File: src/hdl/bdq_pkg.sv
// Shared types, codes and field layout for the bounded deque with delete.
package bdq_pkg;

   localparam int DEPTH_DEF      = 16;
   localparam int DATA_WIDTH_DEF = 32;
   localparam int MAX_DATA_W     = 64;

   localparam int OP_W        = 3;
   localparam int VALUE_W     = 32;
   localparam int WORD_W      = 32;
   localparam int OCC_W       = 5;
   localparam int STATUS_W    = 2;
   localparam int OP_LSB      = 0;
   localparam int VALUE_LSB   = OP_LSB + OP_W;
   localparam int WORD_LSB    = 0;
   localparam int OCC_LSB     = WORD_LSB + WORD_W;
   localparam int STATUS_LSB  = OCC_LSB + OCC_W;
   localparam int REQ_TDATA_W = 40;
   localparam int RSP_TDATA_W = 40;

   typedef enum logic [OP_W-1:0] {
      OP_PUSH_BACK  = 3'd0,
      OP_POP_BACK   = 3'd1,
      OP_PUSH_FRONT = 3'd2,
      OP_POP_FRONT  = 3'd3,
      OP_DELETE     = 3'd4,
      OP_COUNT      = 3'd5
   } op_type;

   typedef enum logic [STATUS_W-1:0] {
      ST_OK      = 2'd0,
      ST_EMPTY   = 2'd1,
      ST_FULL    = 2'd2,
      ST_NOMATCH = 2'd3
   } status_type;

   // Controller to datapath.
   typedef struct packed {
      logic load;         // latch the accepted request
      logic exec;         // run push, pop or count; clear the scan index
      logic idx_inc;      // advance the scan index
      logic scan_rd;      // read entry at scan index
      logic move_rd;      // read entry one past scan index
      logic move_wr;      // write read word back at scan index
      logic del_done;     // drop one entry after a matched delete
      logic set_nomatch;  // flag delete without match
      logic rsp_load;     // load the response register
   } cmd_type;

   // Datapath to controller.
   typedef struct packed {
      op_type op;
      logic   hit;
      logic   scan_end;
      logic   move_end;
      logic   rsp_free;
   } sts_type;

endpackage

File: src/hdl/bdq_datapath.sv
// Datapath of the deque: entry memory, pointers, scan index and response register.
module bdq_datapath #(
   parameter int DEPTH      = bdq_pkg::DEPTH_DEF,
   parameter int DATA_WIDTH = bdq_pkg::DATA_WIDTH_DEF
) (
   input  logic                            clock,
   input  logic                            reset,
   input  bdq_pkg::cmd_type                cmd,
   output bdq_pkg::sts_type                sts,
   input  logic [bdq_pkg::REQ_TDATA_W-1:0] req_tdata,
   output logic                            rsp_tvalid,
   input  logic                            rsp_tready,
   output logic [bdq_pkg::RSP_TDATA_W-1:0] rsp_tdata
);

   localparam int AW = (DEPTH > 1) ? $clog2(DEPTH) : 1;
   localparam int CW = $clog2(DEPTH + 1);
   localparam logic [CW:0]   DEPTH_EXT = (CW + 1)'(DEPTH);
   localparam logic [CW-1:0] DEPTH_CNT = CW'(DEPTH);
   localparam logic [AW-1:0] LAST_SLOT = AW'(DEPTH - 1);

   // Position relative to the front, wrapped into the circular store.
   function automatic logic [AW-1:0] slot_of(input logic [AW-1:0] front,
                                             input logic [CW:0]   pos);
      logic [CW:0] sum;
      sum = (CW + 1)'(front) + pos;
      if (sum >= DEPTH_EXT) begin
         sum = sum - DEPTH_EXT;
      end
      return sum[AW-1:0];
   endfunction

   logic [DATA_WIDTH-1:0] mem [DEPTH];
   logic [DATA_WIDTH-1:0] rd_data_ff;

   bdq_pkg::op_type       op_ff;
   logic [DATA_WIDTH-1:0] val_ff;
   logic [AW-1:0]         front_ff, front_in;
   logic [CW-1:0]         count_ff, count_in;
   logic [CW-1:0]         idx_ff, idx_in;
   bdq_pkg::status_type   status_ff, status_in;
   logic                  pop_ok_ff, pop_ok_in;
   logic                  rsp_valid_ff;
   logic [bdq_pkg::RSP_TDATA_W-1:0] rsp_data_ff;

   logic                  wr_en, rd_en;
   logic [AW-1:0]         wr_addr, rd_addr;
   logic [DATA_WIDTH-1:0] wr_data;
   logic [CW:0]           count_x, idx_x;
   logic                  full, empty;
   logic [bdq_pkg::MAX_DATA_W-1:0] val_wide, word_wide;
   logic [15:0]           occ_wide;
   logic [bdq_pkg::WORD_W-1:0] word_sel;

   assign count_x = {1'b0, count_ff};
   assign idx_x   = {1'b0, idx_ff};
   assign full    = (count_ff == DEPTH_CNT);
   assign empty   = (count_ff == '0);

   always_comb begin
      val_wide = '0;
      val_wide[bdq_pkg::VALUE_W-1:0] = req_tdata[bdq_pkg::VALUE_LSB +: bdq_pkg::VALUE_W];
      word_wide = '0;
      word_wide[DATA_WIDTH-1:0] = rd_data_ff;
      occ_wide = '0;
      occ_wide[CW-1:0] = count_ff;
      word_sel = pop_ok_ff ? word_wide[bdq_pkg::WORD_W-1:0] : '0;
   end

   always_comb begin
      front_in  = front_ff;
      count_in  = count_ff;
      idx_in    = idx_ff;
      status_in = status_ff;
      pop_ok_in = pop_ok_ff;
      wr_en     = 1'b0;
      wr_addr   = '0;
      wr_data   = val_ff;
      rd_en     = 1'b0;
      rd_addr   = '0;

      if (cmd.exec) begin
         idx_in    = '0;
         status_in = bdq_pkg::ST_OK;
         pop_ok_in = 1'b0;
         case (op_ff)
            bdq_pkg::OP_PUSH_BACK: begin
               if (full) begin
                  status_in = bdq_pkg::ST_FULL;
               end else begin
                  wr_en    = 1'b1;
                  wr_addr  = slot_of(front_ff, count_x);
                  count_in = count_ff + CW'(1);
               end
            end
            bdq_pkg::OP_POP_BACK: begin
               if (empty) begin
                  status_in = bdq_pkg::ST_EMPTY;
               end else begin
                  rd_en     = 1'b1;
                  rd_addr   = slot_of(front_ff, count_x - (CW + 1)'(1));
                  count_in  = count_ff - CW'(1);
                  pop_ok_in = 1'b1;
               end
            end
            bdq_pkg::OP_PUSH_FRONT: begin
               if (full) begin
                  status_in = bdq_pkg::ST_FULL;
               end else begin
                  front_in = (front_ff == '0) ? LAST_SLOT : front_ff - AW'(1);
                  wr_en    = 1'b1;
                  wr_addr  = front_in;
                  count_in = count_ff + CW'(1);
               end
            end
            bdq_pkg::OP_POP_FRONT: begin
               if (empty) begin
                  status_in = bdq_pkg::ST_EMPTY;
               end else begin
                  rd_en     = 1'b1;
                  rd_addr   = front_ff;
                  front_in  = (front_ff == LAST_SLOT) ? '0 : front_ff + AW'(1);
                  count_in  = count_ff - CW'(1);
                  pop_ok_in = 1'b1;
               end
            end
            default: begin
            end
         endcase
      end

      if (cmd.idx_inc) begin
         idx_in = idx_ff + CW'(1);
      end
      if (cmd.scan_rd) begin
         rd_en   = 1'b1;
         rd_addr = slot_of(front_ff, idx_x);
      end
      if (cmd.move_rd) begin
         rd_en   = 1'b1;
         rd_addr = slot_of(front_ff, idx_x + (CW + 1)'(1));
      end
      if (cmd.move_wr) begin
         wr_en   = 1'b1;
         wr_addr = slot_of(front_ff, idx_x);
         wr_data = rd_data_ff;
      end
      if (cmd.del_done) begin
         count_in = count_ff - CW'(1);
      end
      if (cmd.set_nomatch) begin
         status_in = bdq_pkg::ST_NOMATCH;
      end
   end

   // Entry store: one write and one registered read per cycle.
   always_ff @(posedge clock) begin
      if (wr_en) begin
         mem[wr_addr] <= wr_data;
      end
      if (rd_en) begin
         rd_data_ff <= mem[rd_addr];
      end
   end

   always_ff @(posedge clock) begin
      if (cmd.load) begin
         op_ff  <= bdq_pkg::op_type'(req_tdata[bdq_pkg::OP_LSB +: bdq_pkg::OP_W]);
         val_ff <= val_wide[DATA_WIDTH-1:0];
      end
      if (cmd.rsp_load) begin
         rsp_data_ff <= {1'b0, status_ff, occ_wide[bdq_pkg::OCC_W-1:0], word_sel};
      end
   end

   always_ff @(posedge clock) begin
      if (reset) begin
         front_ff     <= '0;
         count_ff     <= '0;
         idx_ff       <= '0;
         status_ff    <= bdq_pkg::ST_OK;
         pop_ok_ff    <= 1'b0;
         rsp_valid_ff <= 1'b0;
      end else begin
         front_ff  <= front_in;
         count_ff  <= count_in;
         idx_ff    <= idx_in;
         status_ff <= status_in;
         pop_ok_ff <= pop_ok_in;
         if (cmd.rsp_load) begin
            rsp_valid_ff <= 1'b1;
         end else if (rsp_tready) begin
            rsp_valid_ff <= 1'b0;
         end
      end
   end

   assign sts.op       = op_ff;
   assign sts.hit      = (rd_data_ff == val_ff);
   assign sts.scan_end = (idx_x >= count_x);
   assign sts.move_end = ((idx_x + (CW + 1)'(1)) >= count_x);
   assign sts.rsp_free = !rsp_valid_ff || rsp_tready;

   assign rsp_tvalid = rsp_valid_ff;
   assign rsp_tdata  = rsp_data_ff;

endmodule

File: src/hdl/bdq_ctrl.sv
// Controller of the deque: sequences execute, delete scan, close-up and response.
module bdq_ctrl (
   input  logic             clock,
   input  logic             reset,
   input  logic             req_tvalid,
   output logic             req_tready,
   output bdq_pkg::cmd_type cmd,
   input  bdq_pkg::sts_type sts
);

   typedef enum logic [2:0] {
      S_IDLE,
      S_EXEC,
      S_SCAN_RD,
      S_SCAN_CMP,
      S_MOVE_RD,
      S_MOVE_WR,
      S_FINISH
   } state_type;

   state_type state_ff, state_in;

   always_comb begin
      state_in = state_ff;
      cmd      = '0;
      case (state_ff)
         S_IDLE: begin
            cmd.load = req_tvalid;
            if (req_tvalid) begin
               state_in = S_EXEC;
            end
         end
         S_EXEC: begin
            cmd.exec = 1'b1;
            state_in = (sts.op == bdq_pkg::OP_DELETE) ? S_SCAN_RD : S_FINISH;
         end
         S_SCAN_RD: begin
            if (sts.scan_end) begin
               cmd.set_nomatch = 1'b1;
               state_in        = S_FINISH;
            end else begin
               cmd.scan_rd = 1'b1;
               state_in    = S_SCAN_CMP;
            end
         end
         S_SCAN_CMP: begin
            if (sts.hit) begin
               state_in = S_MOVE_RD;
            end else begin
               cmd.idx_inc = 1'b1;
               state_in    = S_SCAN_RD;
            end
         end
         S_MOVE_RD: begin
            if (sts.move_end) begin
               cmd.del_done = 1'b1;
               state_in     = S_FINISH;
            end else begin
               cmd.move_rd = 1'b1;
               state_in    = S_MOVE_WR;
            end
         end
         S_MOVE_WR: begin
            cmd.move_wr = 1'b1;
            cmd.idx_inc = 1'b1;
            state_in    = S_MOVE_RD;
         end
         S_FINISH: begin
            if (sts.rsp_free) begin
               cmd.rsp_load = 1'b1;
               state_in     = S_IDLE;
            end
         end
         default: begin
            state_in = S_IDLE;
         end
      endcase
   end

   always_ff @(posedge clock) begin
      if (reset) begin
         state_ff <= S_IDLE;
      end else begin
         state_ff <= state_in;
      end
   end

   assign req_tready = (state_ff == S_IDLE);

endmodule

File: src/hdl/bounded_deque_with_delete_core.sv
// Top level of the bounded deque with delete: controller, datapath and checks.
//
//  channel | dir | handshake             | payload (lowest bit first)
//  --------+-----+-----------------------+------------------------------------------
//  req     | in  | req_tvalid/req_tready | tdata: opcode[2:0], value[34:3], zero pad
//  rsp     | out | rsp_tvalid/rsp_tready | tdata: word_out[31:0], occupancy[36:32],
//          |     |                       |        status[38:37], zero pad
//
// Push, pop and count go from transfer to a loaded response in these steps:
// accept, execute, load the response register. A delete scans the store from
// the front, a read and a compare per entry, then closes up the tail, a read
// and a write per move, as the entry store has a single read port. Reset is
// synchronous and active high; it clears pointers, count and handshake state,
// while the entry store keeps its content. A stalled response holds in its
// register, and the next request is taken while it waits; the controller holds
// in its final state until the register is free.
module bounded_deque_with_delete_core #(
   parameter int DEPTH      = bdq_pkg::DEPTH_DEF,
   parameter int DATA_WIDTH = bdq_pkg::DATA_WIDTH_DEF
) (
   input  logic                            clock,
   input  logic                            reset,
   // opcode[2:0], value[34:3], zeros[39:35]
   input  logic [bdq_pkg::REQ_TDATA_W-1:0] req_tdata,
   input  logic                            req_tvalid,
   output logic                            req_tready,
   // word_out[31:0], occupancy[36:32], status[38:37], zero[39]
   output logic [bdq_pkg::RSP_TDATA_W-1:0] rsp_tdata,
   output logic                            rsp_tvalid,
   input  logic                            rsp_tready
);

   bdq_pkg::cmd_type cmd;
   bdq_pkg::sts_type sts;

   // Sequence each request through execute, optional scan and close-up, response.
   bdq_ctrl u_ctrl (
      .clock      (clock),
      .reset      (reset),
      .req_tvalid (req_tvalid),
      .req_tready (req_tready),
      .cmd        (cmd),
      .sts        (sts)
   );

   // Hold the store, front pointer, count and response register.
   bdq_datapath #(
      .DEPTH      (DEPTH),
      .DATA_WIDTH (DATA_WIDTH)
   ) u_datapath (
      .clock      (clock),
      .reset      (reset),
      .cmd        (cmd),
      .sts        (sts),
      .req_tdata  (req_tdata),
      .rsp_tvalid (rsp_tvalid),
      .rsp_tready (rsp_tready),
      .rsp_tdata  (rsp_tdata)
   );

   // A response load must never overwrite a response still waiting.
   a_rsp_load_free: assert property (@(posedge clock) disable iff (reset)
      cmd.rsp_load |-> sts.rsp_free)
      else $error("response loaded over a pending transfer");

   // A close-up write carries the word read in the cycle before.
   a_move_after_read: assert property (@(posedge clock) disable iff (reset)
      cmd.move_wr |-> $past(cmd.move_rd))
      else $error("close-up write without a preceding read");

   // Once a request is taken, the controller is busy in the next cycle.
   a_busy_after_accept: assert property (@(posedge clock) disable iff (reset)
      (req_tvalid && req_tready) |=> !req_tready)
      else $error("second request taken while one is in progress");

   // The store port serves one operation per cycle.
   a_one_mem_op: assert property (@(posedge clock) disable iff (reset)
      $onehot0({cmd.exec, cmd.scan_rd, cmd.move_rd, cmd.move_wr}))
      else $error("conflicting store operations");

endmodule
File: config.mk
export PLATFORM = sky130hd
export DESIGN_NAME = bounded_deque_with_delete_core
export DESIGN_NICKNAME = d
export VERILOG_FILES = /design/src/hdl/bdq_pkg.sv /design/src/hdl/bdq_datapath.sv /design/src/hdl/bdq_ctrl.sv /design/src/hdl/bounded_deque_with_delete_core.sv
export SDC_FILE = /design/constraint.sdc
export NUM_CORES = 1
export LEC_CHECK = 0
export BUFFER_PORTS_ARGS = -buffer_cell sky130_fd_sc_hd__buf_2
export CORE_ASPECT_RATIO = 1.1
export CORE_MARGIN = 5
export CORE_UTILIZATION = 50
export DETAILED_ROUTE_END_ITERATION = 8
export GPL_TIMING_DRIVEN = 0
export PLACE_DENSITY_LB_ADDON = 0.2
export SKIP_CTS_REPAIR_TIMING = 1
export SLEW_MARGIN = 0
export SYNTH_ARGS = -nofsm -noshare
export SYNTH_HDL_FRONTEND = slang
export SYNTH_SLANG_ARGS = --single-unit
export TNS_END_PERCENT = 50
File: constraint.sdc
create_clock -name clock -period 4.4 [get_ports clock]
set_clock_uncertainty 0.05 [all_clocks]
set_input_delay 0.66 -clock clock [delete_from_list [all_inputs] [get_ports clock]]
set_output_delay 0.66 -clock clock [all_outputs]
set_load 0.02 [all_outputs]
Word level (Yosys, flattened, before mapping) --
Memories as Yosys holds them, arrays and structs flattened. A register that Yosys moved wholly into a read port is not among the register bits. Cells that the tools add are included.
Storage, ports and cells: flip-flop bits (word level) 95, bits in latches 0, memory bits (writable) 512, ROM bits 0, input port bits 44, memories 1
Memories:
- u_datapath.mem | depth 16, width 32, rd ports 1, clocked after Yosys merged registers in 1, wr ports 1, RTL line bdq_datapath.sv:33 | logic [DATA_WIDTH-1:0] mem [DEPTH];
Cells by class: add/sub/neg operators 15, $mul 0, divide/modulo/power cells 0, order comparisons 6, equal/unequal tests 19, shifts and indexed selects 0, muxes and demuxes 68, bitwise operators 0, reductions and logical operators 17
Operators by type and width (number):
- two-way mux 4 bit | 17
- equality test 32 bit | 1
- two-way mux 32 bit | 1
- two-way mux 5 bit | 6
- two-way mux 1 bit | 28
- >= comparator 6 x 5 -> 1 bit (second input constant) | 4
- case mux 4 bit (2 select lines) | 3
- case mux 3 bit (7 select lines) | 1
- subtractor 4 x 1 -> 4 bit (second input constant) | 5
- two-way mux 3 bit | 5
- adder 4 x 5 -> 6 bit | 2
- adder 4 x 6 -> 6 bit | 2
- equality test 3 x 2 -> 1 bit (second input constant) | 4
- equality test 3 bit (second input constant) | 4
- adder 5 x 1 -> 5 bit (second input constant) | 2
- case mux 5 bit (2 select lines) | 1
- nonzero test 2 bit | 5
- two-way mux 2 bit | 4
- != test 2 bit (second input constant) | 4
- AND reduction 4 bit | 2
- adder 5 x 1 -> 6 bit (second input constant) | 1
- equality test 3 x 1 -> 1 bit (second input constant) | 2
- >= comparator 6 x 5 -> 1 bit | 1
- zero test 3 bit | 2
- 16 further kinds | 18

Depth between registers and ports, before layout --
Gate-level depths: netlist of the first run.
depth after elaboration 9, mapped depth 15

Hierarchy --
Synthesis of the first run repeated with hierarchy kept, for this count alone.
Unflattened totals: cells, all modules 1865, area, all modules 26618.0 µm²
By module, submodules not included:
- bdq_datapath | times used 1, cells an instance 1826, area each 26311.5 µm², seq. area each 18918.1 µm²
- bdq_ctrl | times used 1, cells an instance 39, area each 306.5 µm², seq. area each 60.1 µm²

Worst setup path before layout of the first run --
OpenSTA, ideal clock, no wires.
kind reg-to-reg, start reg u_ctrl.state_ff[0], end mem u_datapath.mem[7][0] in the netlist's numbering, enable pin, library setup time 0.421 ns, arrival 3.434 ns, data required time 3.929 ns, path slack 0.495 ns, stages on the path, launching flop included 9, period minus slack after synthesis 3.905 ns, cell sequence dfxtp_1 > clkbuf_1 > or3b_2 > clkbuf_1 > nor3_1 > nand2_1 > a311oi_1 > o21ai_0 > nor2_1
On the way: longest elaborated chain between the ends 6, elaborated cells between the ends (all ways) 10, classes of those cells eq/ne (2); mux (8)
RTL lines:
- from (decl) | RTL line bdq_ctrl.sv:21 | state_type state_ff, state_in;
- from (signal assigned) | RTL line bdq_ctrl.sv:84 | state_ff <= state_in;
- equality test 3 x 1 -> 1 bit | RTL line bdq_ctrl.sv:26 | case (state_ff)
- two-way mux 1 bit | RTL line bdq_ctrl.sv:26
- two-way mux 1 bit | RTL line bdq_datapath.sv:82 | if (cmd.exec) begin
- two-way mux 1 bit | RTL line bdq_datapath.sv:143 | if (cmd.move_wr) begin
- two-way mux 1 bit | RTL line bdq_datapath.sv:158 | if (wr_en) begin
- two-way mux 1 bit (implied by the code) | RTL line bdq_datapath.sv:159 | mem[wr_addr] <= wr_data;
- to (decl) | RTL line bdq_datapath.sv:33
Parallel ways exist; a longest one is shown, timed or not.

Worst setup path in the final report of the first run --
start reg u_datapath.front_ff[0], end reg u_datapath.rd_data_ff[9], read port of u_datapath.mem (data pin)
On the way: longest elaborated chain between the ends 8, elaborated cells between the ends (all ways) 18, classes of those cells add/sub (6); order compare (3); mux (9)
RTL lines:
- from (decl) | RTL line bdq_datapath.sv:38 | logic [AW-1:0] front_ff, front_in;
- from (signal assigned) | RTL line bdq_datapath.sv:185 | front_ff <= front_in;
- adder 4 x 6 -> 6 bit | RTL line bdq_datapath.sv:26 | sum = (CW + 1)'(front) + pos;
- >= comparator 6 x 5 -> 1 bit / subtractor 4 x 1 -> 4 bit (equally long branches) | RTL line bdq_datapath.sv:27, bdq_datapath.sv:28
- two-way mux 4 bit | RTL line bdq_datapath.sv:27 | if (sum >= DEPTH_EXT) begin
- two-way mux 4 bit | RTL line bdq_datapath.sv:97 | if (empty) begin
- case mux 4 bit (2 select lines) | RTL line bdq_datapath.sv:86 | case (op_ff)
- two-way mux 4 bit | RTL line bdq_datapath.sv:82
- two-way mux 4 bit | RTL line bdq_datapath.sv:135 | if (cmd.scan_rd) begin
- two-way mux 4 bit * | RTL line bdq_datapath.sv:139 | if (cmd.move_rd) begin
- to (decl) | RTL line bdq_datapath.sv:34 | logic [DATA_WIDTH-1:0] rd_data_ff;
Mark *: on every way between the ends. The rest lies on a longest branch, timed or not. A chain may end at the register's enable or synchronous reset.

==> results of run 1 <==
==> routing by layer <==
layer,vias up,global-route usage [%],wire length [µm]
li1,5834,-,-
met1,6982,31.6,26300
met2,553,36.1,30800
met3,99,4.29,4650
met4,0,6.75,1850
met5,-,0,0
==> registers in the layout, summed over array words and instances (netlist names) <==
name / cells
u_datapath.mem: 512
u_datapath.rsp_tdata: 39
u_datapath.rd_data_ff: 32
u_datapath.val_ff: 32
u_datapath.count_ff: 5
u_datapath.idx_ff: 5
u_datapath.front_ff: 4
u_ctrl.state_ff: 3
u_datapath.op_ff: 3
u_datapath.status_ff: 2
u_datapath.pop_ok_ff: 1
u_datapath.rsp_tvalid: 1
==> worst paths after layout <==
check,from,endpoint,slack [ns],depth (start not counted)
worst min-delay path,req_tdata[32],u_datapath.val_ff[29]$_DFFE_PP_,0.16,1
worst max-delay path,u_datapath.front_ff[0]$_SDFFE_PP0P_,u_datapath.rd_data_ff[9]$_DFFE_PP_,0.19,15
worst max register to register,u_datapath.front_ff[0]$_SDFFE_PP0P_,u_datapath.rd_data_ff[9]$_DFFE_PP_,0.19,15
worst min register to register,u_datapath.status_ff[0]$_SDFFE_PP0P_,u_datapath.rsp_tdata[37]$_DFFE_PP_,0.39,0
==> worst register-to-register path: cells and delay by family, from the launching register on <==
family	cells	cell delay, ns
AO/OA/AOI/OAI	6	1.25
adder cells (fa/ha/maj)	3	0.77
flip-flops	1	0.60
XOR/XNOR	1	0.22
buffers and inverters	5	1.14
==> logic make-up after synthesis <==
family          synth area share, %
simple gates                   3.67
fa+ha+maj                      1.71
mux                            14.2
xor+xnor                       1.83
other cells                  0.0145
compound gates                 3.95
flops                          73.2
buf+inv                        1.47
==> final cells by class <==
cell class | instances | area [µm²]
fill | 3802 | 21600
sequential | 639 | 19000
multi-input combinational | 651 | 6680
clock buffer | 71 | 1560
timing repair buffer | 101 | 861
tap | 667 | 835
clock inverter | 42 | 363
buffer | 61 | 349
inverter | 19 | 71.3
==> placed cells by master (no fill, tap or decap), types with 29 or more instances in the layout <==
cell type	synthesis	final
ha_1	29	29
nand2_1	48	48
mux2_2	68	68
edfxtp_1	618	618
mux2i_1	74	74
xor2_1	41	41
buf_2	7	85
clkbuf_16	0	61
a22oi_1	33	33
and2_1	44	36
o211ai_1	30	30
mux4_2	96	96
nor2_1	42	34
==> metrics by stage <==
| step | worst slack (ns) | power [mW] | cell area [µm²] |
|---|---|---|---|
| finish | 0.192 | 16.4 | 29700 |
| CTS | -0.828 | 16.4 | 29600 |
| floorplan | 0.495 | 10.0 | 25900 |
| global route | -0.00504 | 17.0 | 29700 |
| detailed placement | -0.815 | 11.4 | 27700 |
| global placement | -1.82 | 11.2 | 27200 |
==> power by group through the flow <==
| stage | clock, mW | sequential [mW] | combinational [mW] |
|---|---|---|---|
| 2_1_floorplan | 0 | 7.79 | 2.24 |
| 4_1_cts | 5.18 | 7.71 | 3.53 |
| 5_1_grt | 5.44 | 7.73 | 3.79 |
| 6_report | 5.11 | 7.71 | 3.54 |
| 3_5_place_dp | 0 | 7.83 | 3.53 |
| 3_3_place_gp | 0 | 7.86 | 3.32 |
==> results.json, run 1 <==
{
  "drt-wirelength-per-cell_um": 28.2,
  "cts_tree": "yes",
  "core_area_um2": 51300,
  "clkSlewWorstSetupHoldPaths_ns": 0.06,
  "wirelength_mm": 63.6,
  "synth_cell_type_count": 61,
  "ys_seq_area_share_pct": 73.2,
  "setup_violations": 0,
  "postSynthCellCount": 1370,
  "synth_seq_cells": 639,
  "grt_first_pass_wirelength_mm": 92.6,
  "final.period_utilization_pct": 95.6,
  "switching_share_pct": 28.5,
  "peakVddDrop_mv": 0.383,
  "finalMaxSlewViolations": 0,
  "portBuffers": 79,
  "max-cap-violations": 0,
  "cts.htree.levels": 2,
  "synth_common_cells": "edfxtp_1, mux4_2, mux2i_1, mux2_2, nand2_1",
  "final_cell_count_no_fill": 2251,
  "dp_cells": 2138,
  "n_antenna_cell": 0,
  "worst_setup_path_start_kind": "flip-flop",
  "cts.sinks": 639,
  "crit_path_end_kind": "flip-flop",
  "pin_count": 86,
  "drt_first_iter_violations": 1248,
  "netlist.area_leader.share_pct": 71.6,
  "netlist_area_um2": 25900,
  "syn_to_final_growth_pct": 14.6,
  "power_switching_mw": 4.67,
  "grt_usage_pct": 22.5,
  "die_h_um": 249,
  "p_comb_share_pct": 21.6,
  "crit_path_max_fanout": 11,
  "antenna_found_initial": 0,
  "synth.top_cells.by_area": "edfxtp_1, mux4_2, mux2_2",
  "power_frac_clock_pct": 31.2,
  "grt-ovfl-total": 0,
  "leakagePower_nw": 10.3,
  "synth_largest_area_cell": "edfxtp_1",
  "yosysMostFrequentCell": "edfxtp_1",
  "path_cells": "inv_1 > ha_1 > inv_1 > ha_1 > inv_1 > fa_1 > xor3_1 > o21ai_0 > a21oi_1 > a211oi_2 > o2bb2a_1 > clkbuf_1 > buf_2 > a22oi_1 > o211ai_1",
  "die_area_um2": 56500,
  "crit_family": "compound AO/OA/AOI/OAI gates",
  "synth_nets": 1447,
  "worstPathArrival_ns": 4.61,
  "clock_path_buffers": 3,
  "fin_util_pct": 57.9,
  "fp-row-count": 87,
  "ant_nets": 0,
  "cts_made_buffers": 61,
  "grt_max_degree": 25,
  "synth-main-ff-cell": "edfxtp_1",
  "nets": 1611,
  "initial_core_util_pct": 50.6,
  "outcome": "completed",
  "grt_pass1_vias": 13900,
  "min_path_type": "in -> reg",
  "root_buffer": "clkbuf_16",
  "drc": 0,
  "p_seq_share_pct": 47.2,
  "gp_congestion": 0.864,
  "drive_above_1_share_pct": 27.5,
  "critPathKind": "reg -> reg",
  "worst-path-buf-inv": 5,
  "fmax_mhz": 238,
  "cp_data_required_time_ns": 4.80,
  "via_count": 13500,
  "tightest_slew_ns": 1.03,
  "yosys_warnings": 0,
  "die_w_um": 227,
  "setup_tns_ns": 0,
  "synth_edf_count": 618,
  "firstDrtPassIters": 6,
  "min_period_ns": 4.21,
  "async_reset_ff_share_pct": 0,
  "clk_latency_ns": 0.63,
  "maxSlewHeadroom_pct": 31.1,
  "postSynthAreaPerCell_um2": 18.9,
  "internal-power_mw": 11.7,
  "cpMaxStageDelayCell": "dfxtp_1",
  "cellPowerDensity_nw_per_um2": 551,
  "cpPeakStageDelay_ns": 0.60,
  "via_per_inst": 5.98,
  "hold_violations": 0,
  "place_hpwl_mm": 39.9,
  "worst_path_most_repeated_cell": "inv_1",
  "holdWs_ns": 0.155
}
Note: power is estimated with default switching activity, not from simulation.
==> run 2: changes to the inputs <==
Settings changed: CORE_ASPECT_RATIO 1.1 to default.
==> run 2 against run 1 <==
Global-route usage increased by 0.092 points. Hold slack improved by 0.022 ns. Critical path depth decreased by 1. Via count increased by 0.36%.
==> results.json, run 2 (synthesis results as in run 1) <==
{
  "clock_path_buffers": 3,
  "drc": 0,
  "min_period_ns": 4.22,
  "ant_nets": 0,
  "switching_share_pct": 28.4,
  "firstDrtPassIters": 5,
  "root_buffer": "clkbuf_16",
  "final_cell_mix": "edfxtp_1, mux4_2, buf_2",
  "drt-wirelength-per-cell_um": 28.0,
  "top_register": "u_datapath.mem",
  "min_path_cells": 1,
  "hold_end": "u_datapath.val_ff[16]$_DFFE_PP_",
  "grt-ovfl-total": 0,
  "setup_violations": 0,
  "tightest_slew_ns": 1.16,
  "cpPeakStageDelay_ns": 0.55,
  "gp_congestion": 0.818,
  "final.period_utilization_pct": 95.9,
  "clkSlewWorstSetupHoldPaths_ns": 0.06,
  "worst_path_most_repeated_cell": "inv_1",
  "cts_tree": "yes",
  "setup_tns_ns": 0,
  "layout_commonest_cell": "edfxtp_1",
  "p_seq_share_pct": 46.4,
  "power_frac_clock_pct": 32.1,
  "cpMaxStageDelayCell": "o2bb2a_1",
  "drt_first_iter_violations": 1402,
  "antenna_found_initial": 0,
  "cp_data_required_time_ns": 4.67,
  "via_per_inst": 5.96,
  "crit_path_end_kind": "flip-flop",
  "outcome": "completed",
  "min-delay-start": "req_tdata[19]",
  "largest_reg_flops": 512,
  "syn_to_final_growth_pct": 15.0,
  "nets": 1617,
  "place_hpwl_mm": 41.2,
  "die_area_um2": 56500,
  "min_path_type": "in -> reg",
  "peakVddDrop_mv": 0.320,
  "grt_first_pass_wirelength_mm": 92.5,
  "worstPathArrival_ns": 4.49,
  "wirelength_mm": 63.6,
  "clk_latency_ns": 0.61,
  "die_h_um": 238,
  "grt_usage_pct": 22.6,
  "path_cells": "inv_1 > ha_1 > inv_1 > ha_1 > inv_1 > fa_1 > xor3_1 > or3_1 > a21oi_1 > a211oi_2 > o2bb2a_1 > buf_2 > a22oi_1 > o211ai_1",
  "cellPowerDensity_nw_per_um2": 558,
  "timing.rr.start": "u_datapath.front_ff[1]$_SDFFE_PP0P_",
  "postLayoutCellArea_um2": 29800,
  "cts.htree.levels": 3,
  "core_area_um2": 51300,
  "fp-row-count": 83,
  "p_comb_share_pct": 21.5,
  "grt_pass1_vias": 13800,
  "hold_violations": 0,
  "leakagePower_nw": 10.4,
  "p_total_mw": 16.6,
  "internal-power_mw": 11.9,
  "worst_setup_path_start_kind": "flip-flop",
  "cts_made_buffers": 67,
  "cts.sinks": 639,
  "fmax_mhz": 237,
  "finalWorstSetupSlack_ns": 0.178,
  "initial_core_util_pct": 50.5,
  "worst-path-buf-inv": 4,
  "grt_max_degree": 22,
  "critPathKind": "reg -> reg",
  "r2r_cells": 14,
  "via_count": 13500,
  "max-cap-violations": 0,
  "maxSlewHeadroom_pct": 22.1,
  "finalMaxSlewViolations": 0,
  "n_antenna_cell": 0,
  "reg2reg_to": "u_datapath.rd_data_ff[16]$_DFFE_PP_",
  "die_w_um": 238,
  "r2r_slack_ns": 0.18,
  "portBuffers": 79,
  "crit_path_max_fanout": 10,
  "dpl_worst_slack_ns": -0.561,
  "postPlaceCellArea_um2": 27700,
  "power_switching_mw": 4.72,
  "crit_family": "compound AO/OA/AOI/OAI gates",
  "pin_count": 86,
  "drive_above_1_share_pct": 27.2
}
## run 2: routing by layer
layer | wire length (µm) | up-vias | track usage, % | share of wire [%]
met1 | 25700 | 7056 | 30.4 | 40
met3 | 4730 | 101 | 4.97 | 7.4
met2 | 31300 | 520 | 37.0 | 49
met4 | 1850 | 0 | 7.47 | 2.9
met5 | 0 | - | 0 | 0
li1 | - | 5839 | - | -
## run 2: worst max path at each step
stage	start	end	slack, ns	depth (start not counted)
finish	u_datapath.front_ff[1]$_SDFFE_PP0P_	u_datapath.rd_data_ff[16]$_DFFE_PP_	0.18	14
global placement	u_ctrl.state_ff[0]$_SDFFE_PP0P_	u_datapath.mem[7][10]$_DFFE_PP_	-1.68	8
floorplan	u_ctrl.state_ff[0]$_SDFFE_PP0P_	u_datapath.mem[7][0]$_DFFE_PP_	0.50	8
CTS	u_datapath.front_ff[1]$_SDFFE_PP0P_	u_datapath.rd_data_ff[15]$_DFFE_PP_	-0.60	15
detailed placement	u_datapath.front_ff[1]$_SDFFE_PP0P_	u_datapath.rd_data_ff[12]$_DFFE_PP_	-0.56	15
global route	u_datapath.idx_ff[0]$_SDFFE_PP0P_	u_datapath.rd_data_ff[8]$_DFFE_PP_	-0.008	11
## run 2: through the flow
step	cells	util [%]	hold WS (ns)
after floorplan	1370	-	0.353
final	2268	58.1	0.177
after detailed placement	2150	54.0	0.378
after CTS	2267	58.0	0.146
after global placement	2129	53.0	0.382
after global routing	2268	58.1	0.159
## run 2: power groups by stage
| stage | Combinational, mW | Clock, mW | Sequential, mW |
|---|---|---|---|
| floorplan | 2.24 | 0 | 7.79 |
| global placement | 3.32 | 0 | 7.86 |
| detailed placement | 3.54 | 0 | 7.83 |
| CTS | 3.56 | 5.44 | 7.71 |
| global route | 3.83 | 5.70 | 7.74 |
| finish | 3.58 | 5.34 | 7.71 |
## run 2: cell type report
type,instances,area [µm²]
inverter,19,71.3
sequential,639,19000
multi-input combinational,651,6680
buffer,60,337
clock buffer,87,1790
clock inverter,30,241
tap,680,851
fill,3822,21500
timing repair buffer,102,873
